===== config.mk =====
export PLATFORM = sky130hd
export DESIGN_NAME = rgb_to_hsv_converter
export DESIGN_NICKNAME = d
export VERILOG_FILES = /design/src/rtl/rgbhsv_pkg.sv /design/src/rtl/rgb_to_hsv_converter.sv
export SDC_FILE = /design/constraint.sdc
export NUM_CORES = 2
export LEC_CHECK = 0
export ABC_AREA = 1
export BUFFER_PORTS_ARGS = -buffer_cell sky130_fd_sc_hd__buf_2
export CORE_MARGIN = 3
export CORE_UTILIZATION = 50
export DETAILED_ROUTE_END_ITERATION = 7
export PLACE_DENSITY_LB_ADDON = 0.08
export SYNTH_ARGS = -nofsm -noshare
export SYNTH_HDL_FRONTEND = slang
export SYNTH_SLANG_ARGS = --single-unit

===== constraint.sdc =====
create_clock -name clk_i -period 38.3 [get_ports clk_i]
set_input_delay 1.915 -clock clk_i [delete_from_list [all_inputs] [get_ports clk_i]]
set_output_delay 1.915 -clock clk_i [all_outputs]
set_load 0.01 [all_outputs]

===== src/rtl/rgbhsv_pkg.sv =====
// Types and constants for the RGB to HSV converter.
package rgbhsv_pkg;

  localparam int unsigned PIX_W              = 8;
  localparam int unsigned HUE_W              = 15;
  localparam int unsigned COMPONENT_BITS_DEF = 8;
  localparam int unsigned HUE_FRAC_BITS_DEF  = 6;
  localparam logic [PIX_W-1:0] GRAY_THR_RESET = 8'd1;

  typedef enum logic [1:0] {
    SEC_RED,
    SEC_GREEN,
    SEC_BLUE
  } sector_e;

  typedef struct packed {
    logic [PIX_W-1:0] red;
    logic [PIX_W-1:0] green;
    logic [PIX_W-1:0] blue;
    logic [PIX_W-1:0] alpha_in;
  } pixel_in_t;

  typedef struct packed {
    logic [HUE_W-1:0] hue;
    logic [PIX_W-1:0] saturation;
    logic [PIX_W-1:0] brightness;
    logic [PIX_W-1:0] alpha_out;
  } pixel_out_t;

endpackage


===== src/rtl/rgb_to_hsv_converter.sv =====
// RGB to HSV converter: top level with min/max, numerator and divider pipeline.
// Throughput: one pixel per cycle while the output is not stalled; the two divisions run one quotient bit per stage.
// A stall on the output freezes the whole pipeline; nothing is dropped or repeated.
// Reset clears all valid bits and sets the gray threshold to 1.
module rgb_to_hsv_converter #(
  parameter int unsigned COMPONENT_BITS = rgbhsv_pkg::COMPONENT_BITS_DEF,
  parameter int unsigned HUE_FRAC_BITS  = rgbhsv_pkg::HUE_FRAC_BITS_DEF
) (
  input  logic                              clk_i,
  input  logic                              rst_ni,
  input  logic                              cfg_we_i,
  input  logic [rgbhsv_pkg::PIX_W-1:0]      cfg_wdata_i,
  input  logic                              in_valid_i,
  output logic                              in_stall_o,
  input  rgbhsv_pkg::pixel_in_t             in_data_i,
  output logic                              out_valid_o,
  input  logic                              out_stall_i,
  output rgbhsv_pkg::pixel_out_t            out_data_o
);

  import rgbhsv_pkg::*;

  localparam int unsigned C    = COMPONENT_BITS;
  localparam int unsigned CMAX = (1 << C) - 1;
  localparam int unsigned HU   = 60 * (1 << HUE_FRAC_BITS);
  localparam int unsigned HQ   = $clog2(HU + 1);
  localparam int unsigned NQ   = (C > HQ) ? C : HQ;
  localparam int unsigned SNW  = 2 * C;
  localparam int unsigned HNW  = HQ + C;
  localparam int unsigned HW   = $clog2(6 * HU);
  localparam int unsigned EXW  = (C > PIX_W) ? C : PIX_W;
  localparam int unsigned HXW  = (HW > HUE_W) ? HW : HUE_W;
  localparam int unsigned NS   = NQ + 4;

  typedef struct packed {
    logic [C-1:0]     r;
    logic [C-1:0]     g;
    logic [C-1:0]     b;
    logic [C-1:0]     mx;
    logic [C-1:0]     mn;
    sector_e          sector;
    logic [PIX_W-1:0] alpha;
  } s1_t;

  typedef struct packed {
    logic [C-1:0]     mx;
    logic [C-1:0]     delta;
    logic [C-1:0]     mag;
    logic             neg;
    logic             gray;
    sector_e          sector;
    logic [PIX_W-1:0] alpha;
  } s2_t;

  typedef struct packed {
    logic [SNW-1:0]   srem;
    logic [C-1:0]     sq;
    logic [HNW-1:0]   hrem;
    logic [C-1:0]     hden;
    logic [HQ-1:0]    hq;
    logic [C-1:0]     mx;
    logic             neg;
    logic             gray;
    sector_e          sector;
    logic [PIX_W-1:0] alpha;
  } div_t;

  // One restoring step for each quotient; bit position bpos of both.
  function automatic div_t div_step(div_t cur, int unsigned bpos);
    div_t           nxt;
    logic [SNW-1:0] s_sub;
    logic [HNW-1:0] h_sub;
    nxt = cur;
    if (bpos < C) begin
      s_sub = SNW'(cur.mx) << bpos;
      if (cur.srem >= s_sub) begin
        nxt.srem = cur.srem - s_sub;
        nxt.sq   = {cur.sq[C-2:0], 1'b1};
      end else begin
        nxt.sq   = {cur.sq[C-2:0], 1'b0};
      end
    end
    if (bpos < HQ) begin
      h_sub = HNW'(cur.hden) << bpos;
      if (cur.hrem >= h_sub) begin
        nxt.hrem = cur.hrem - h_sub;
        nxt.hq   = {cur.hq[HQ-2:0], 1'b1};
      end else begin
        nxt.hq   = {cur.hq[HQ-2:0], 1'b0};
      end
    end
    return nxt;
  endfunction

  logic             en;
  logic [NS-1:0]    vld_q;
  logic [PIX_W-1:0] gray_thr_q;

  s1_t        s1_d, s1_q;
  s2_t        s2_d, s2_q;
  div_t       div0_d;
  div_t       div_q   [NQ+1];
  div_t       div_nxt [NQ];
  pixel_out_t out_d, out_q;

  assign en          = !(vld_q[NS-1] && out_stall_i);
  assign in_stall_o  = !en;
  assign out_valid_o = vld_q[NS-1];
  assign out_data_o  = out_q;

  // Stage 1: max, min and sector.
  logic [EXW-1:0] r_ext, g_ext, b_ext;
  logic [C-1:0]   r, g, b;
  logic           r_is_max, g_is_max, r_is_min, g_is_min;

  always_comb begin
    r_ext    = EXW'(in_data_i.red);
    g_ext    = EXW'(in_data_i.green);
    b_ext    = EXW'(in_data_i.blue);
    r        = r_ext[C-1:0];
    g        = g_ext[C-1:0];
    b        = b_ext[C-1:0];
    r_is_max = (r >= g) && (r >= b);
    g_is_max = (g >= b);
    r_is_min = (r <= g) && (r <= b);
    g_is_min = (g <= b);
    s1_d.r     = r;
    s1_d.g     = g;
    s1_d.b     = b;
    s1_d.alpha = in_data_i.alpha_in;
    if (r_is_max) begin
      s1_d.mx     = r;
      s1_d.sector = SEC_RED;
    end else if (g_is_max) begin
      s1_d.mx     = g;
      s1_d.sector = SEC_GREEN;
    end else begin
      s1_d.mx     = b;
      s1_d.sector = SEC_BLUE;
    end
    if (r_is_min) begin
      s1_d.mn = r;
    end else if (g_is_min) begin
      s1_d.mn = g;
    end else begin
      s1_d.mn = b;
    end
  end

  // Stage 2: delta, gray test, sector difference as sign and magnitude.
  logic [C-1:0] dif_a, dif_b;

  always_comb begin
    case (s1_q.sector)
      SEC_RED: begin
        dif_a = s1_q.g;
        dif_b = s1_q.b;
      end
      SEC_GREEN: begin
        dif_a = s1_q.b;
        dif_b = s1_q.r;
      end
      default: begin
        dif_a = s1_q.r;
        dif_b = s1_q.g;
      end
    endcase
    s2_d.mx     = s1_q.mx;
    s2_d.sector = s1_q.sector;
    s2_d.alpha  = s1_q.alpha;
    s2_d.delta  = s1_q.mx - s1_q.mn;
    s2_d.neg    = dif_a < dif_b;
    s2_d.mag    = s2_d.neg ? (dif_b - dif_a) : (dif_a - dif_b);
    s2_d.gray   = (EXW'(s2_d.delta) < EXW'(gray_thr_q)) || (s2_d.delta == '0);
  end

  // Stage 3: scaled numerators.
  always_comb begin
    div0_d.srem   = SNW'(s2_q.delta) * SNW'(CMAX);
    div0_d.sq     = '0;
    div0_d.hrem   = HNW'(s2_q.mag) * HNW'(HU);
    div0_d.hden   = s2_q.delta;
    div0_d.hq     = '0;
    div0_d.mx     = s2_q.mx;
    div0_d.neg    = s2_q.neg;
    div0_d.gray   = s2_q.gray;
    div0_d.sector = s2_q.sector;
    div0_d.alpha  = s2_q.alpha;
  end

  // Divider stages, most significant quotient bit first.
  always_comb begin
    for (int unsigned k = 0; k < NQ; k++) begin
      div_nxt[k] = div_step(div_q[k], NQ - 1 - k);
    end
  end

  // Output stage: floor correction, sector offset, wrap.
  div_t           fin;
  logic           adj;
  logic [HW-1:0]  qa, base, hue_full;
  logic [HXW-1:0] hue_ext;
  logic [EXW-1:0] sat_ext, mx_ext;

  always_comb begin
    fin = div_q[NQ];
    adj = fin.neg && (fin.hrem != '0);
    qa  = HW'(fin.hq) + HW'(adj);
    case (fin.sector)
      SEC_RED:   base = fin.neg ? HW'(6 * HU) : '0;
      SEC_GREEN: base = HW'(2 * HU);
      default:   base = HW'(4 * HU);
    endcase
    hue_full = fin.neg ? (base - qa) : (base + qa);
    hue_ext  = fin.gray ? '0 : HXW'(hue_full);
    sat_ext  = fin.gray ? '0 : EXW'(fin.sq);
    mx_ext   = EXW'(fin.mx);
    out_d.hue        = hue_ext[HUE_W-1:0];
    out_d.saturation = sat_ext[PIX_W-1:0];
    out_d.brightness = mx_ext[PIX_W-1:0];
    out_d.alpha_out  = fin.alpha;
  end

  always_ff @(posedge clk_i or negedge rst_ni) begin
    if (!rst_ni) begin
      vld_q      <= '0;
      gray_thr_q <= GRAY_THR_RESET;
    end else begin
      if (en) begin
        vld_q <= {vld_q[NS-2:0], in_valid_i};
      end
      if (cfg_we_i) begin
        gray_thr_q <= cfg_wdata_i;
      end
    end
  end

  always_ff @(posedge clk_i) begin
    if (en) begin
      s1_q     <= s1_d;
      s2_q     <= s2_d;
      div_q[0] <= div0_d;
      for (int unsigned k = 0; k < NQ; k++) begin
        div_q[k+1] <= div_nxt[k];
      end
      out_q    <= out_d;
    end
  end

endmodule


==> results.md <==
- Run status: finished clean
- # Max-Cap Violations: 0
- Total wire length: between 70,000 and 80,000 µm
- Post-DP HPWL: 53,500 µm
- CP max FO: 188
- Syn-to-layout area delta: 11.5%
- Predominant post-synthesis flop cell: edfxtp_1
- Dominant cell type by area after synthesis: edfxtp_1
- Reg-to-reg critical path endpoint: div_q[1][357]
- Hold Buf Count CTS: 0
- Commonest non-fill, non-tap cells in the layout: edfxtp_1 (967), nand2_1 (599), inv_1 (579)
- Endpoints failing setup: 0
- Clock Latency Late Sink: 660 ps
- Die Y: 313 µm
- Worst reg2reg setup slack: ~34,000 ps
- Synthesis warning total: 0
- Hold slack: 407 ps
- Die W: 313 µm
- Startpoint Class: input port
- Crit path cell chain: buf_2 -> nand2_4 -> buf_12 -> buf_4 -> buf_12 -> buf_4
- Routed Antenna Nets: 0
- IO Port Bufs: between 80 and 90
- Core area: 0.0924 mm²
- Worst EP arrival: 5980 ps
- Fmax: around 170 MHz
- First-pass GRT wire length: 127,000 µm
- DRC: 0
- Min cycle time layout: 5720 ps
- CTS Buffer Depth: 3
- Fin crit share: 0.149
- Average size of a mapped cell: 11.9 µm²
- Cells after synthesis: roughly 4,000
- Die area: between 0.09 and 0.1 mm²
- Post-CTS setup buffer count: 0
- Syn Std Cell Area: 0.0470 mm²
- First DRT Iteration DRCs: between 1,000 and 1,500
- CTS H-tree lvls: 3
- Starting Density: 0.509
- RD Place Congestion: 0.871
- Largest net degree at the start of global routing: 189
- Synth async-reset ratio: 0.0242
- Worst min path class: flip-flop to flip-flop
- WP buf/inv: 5
- Worst-Margin Slew: ~1100 ps
- CP delay by family, top: buffers and inverters
- Slowest stage delay, CP: 870 ps
- Setup TNS: 0 ps
- Drt wl/cell: 13.9 µm
- I/O Pins: 86
- Rows: roughly 110
- Critical R2R Launch: vld_q[15]
- Reg2Reg Depth: 5
- Nets: 4,485
- Area fraction of the dominant cell type after synthesis: 0.618
- Fillcell total: 7,711
- Worst path required time: 38,560 ps
- Worst Hold End: div_q[0][512]
- Clock transition at path regs: 60 ps
- TritonRoute pass-1 iters: 5
- Slew Viols, Final: 0
- Clock Sinks: 991
- Post-layout util: 0.567
- GRT Total Usage: 0.157
- Final clock skew: 20.5 ps
- CTS buffer count: a little over 100
- Unique masters post-synth: 64
- Antenna violations before repair: 0
- GR Overflow Total: 0
- Post-synthesis sequential area ratio: 0.631
- Vias: 27,037
- Synthesis-stage register bit count: between 900 and 1,000
- Resize count post-CTS: 0
- Hold Vio Cnt, Final: 0
- Share of layout cells above drive strength 1: 0.0750
- # diodes: 0
- Synth top area cells: edfxtp_1 (62%), ha_1 (7.3%), nand2_1 (4.8%)
- EDFF count, synth: 967
- Clk root buf: clkbuf_16
- Crit Path Class: input port to flip-flop
- Syn Nets: 4,320
- RSZ-0062 raised after global routing: no
- Vias in the first global route: 26,979
- CP max-delay cell: buf_4
- Hold Crit Depth: 0
- Kind of end point of the critical path: flip-flop
- Rel. slew slack: 0.259
- CTS tree: yes
- Via/cell ratio: between 4 and 5
- Hold_sp: div_q[0][428]
- Leading cell type in the layout, fill and taps excluded: edfxtp_1
metal layers:
metal / vias up / share of wire / global-route usage
met3: 169 / 0.033 / 0.0267
li1: 13966 / - / -
met5: - / 0 / 0
met2: 358 / 0.51 / 0.283
met4: 0 / 0.034 / 0.0591
met1: 12544 / 0.42 / 0.188
synth_stat cells, drive strengths merged, types with 2 or more instances:
cell       n
edfxtp   967
nand2    613
inv      582
nor2     291
ha       274
o21ai    249
a21oi    224
xor2     126
nand3    119
xnor2     82
fa        65
nor3      60
nand4     29
nor4      28
dfrtp     23
o21a      21
clkbuf    20
buf       19
or2       19
o211ai    18
nand3b    13
o221ai    12
a211oi    11
a21o      11
a31oi      8
o21bai     8
a21boi     6
o2111ai    6
o31ai      5
a2111oi    3
clkinv     3
mux2       3
a41oi      2
nor3b      2
o22ai      2
o311ai     2
worst reg2reg max path: cells and delay by family, from the launching register on:
kind,cells,cell delay (ps)
buf+inv,4,3470
simple gates,1,410
flops,1,400
layout make-up:
cell class                      count  area, µm²  area share
Sequential cell                   991      29600       0.566
Multi-Input combinational cell   2321      15000       0.286
Clock buffer                      121       2700      0.0515
Inverter                          585       2200      0.0419
Tap cell                         1243       1560      0.0297
Clock inverter                     72        776      0.0148
Timing Repair Buffer               99        556      0.0106
worst max-delay path by stage:
stage / startpoint / end / cells after the start
4_1_cts: out_stall_i / div_q[1][45] / 6
6_report: out_stall_i / div_q[1][357] / 6
2_1_floorplan: out_stall_i / vld_q[10] / 3
3_5_place_dp: out_stall_i / div_q[0][493] / 6
5_1_grt: out_stall_i / div_q[1][206] / 6
3_3_place_gp: out_stall_i / div_q[1][152] / 6
kinds of logic (layout without fill, tap and decap cells):
logic type	count (synthesis)	count (layout)	synth area share
AND/OR/NAND/NOR	1177	1177	0.107
flip-flops	991	991	0.631
buffers and inverters	624	877	0.0508
AO/OA/AOI/OAI	593	593	0.0708
adder cells (fa/ha/maj)	339	339	0.101
XOR/XNOR	208	208	0.0391
multiplexers	4	4	0.000932
registers in the layout (all words and copies together), names as in the netlist:
name / count
vld_q: 16
div_q: 842
s1_q: 50
gray_thr_q: 8
div0_d: 28
s2_q: 8
out_data_o: 39
through the flow:
stage	setup slack [ps]	std cells	area [µm²]
after global placement	32020	5239	48900
after detailed placement	31960	5239	48900
final	32580	5432	52400
after floorplan	8090	3936	47000
after CTS	32660	5432	52400
after global routing	32290	5432	52400
Power is left out: the tool's default activity adds up to more than one toggle a clock period on the data nets, which glitch-free logic cannot reach.
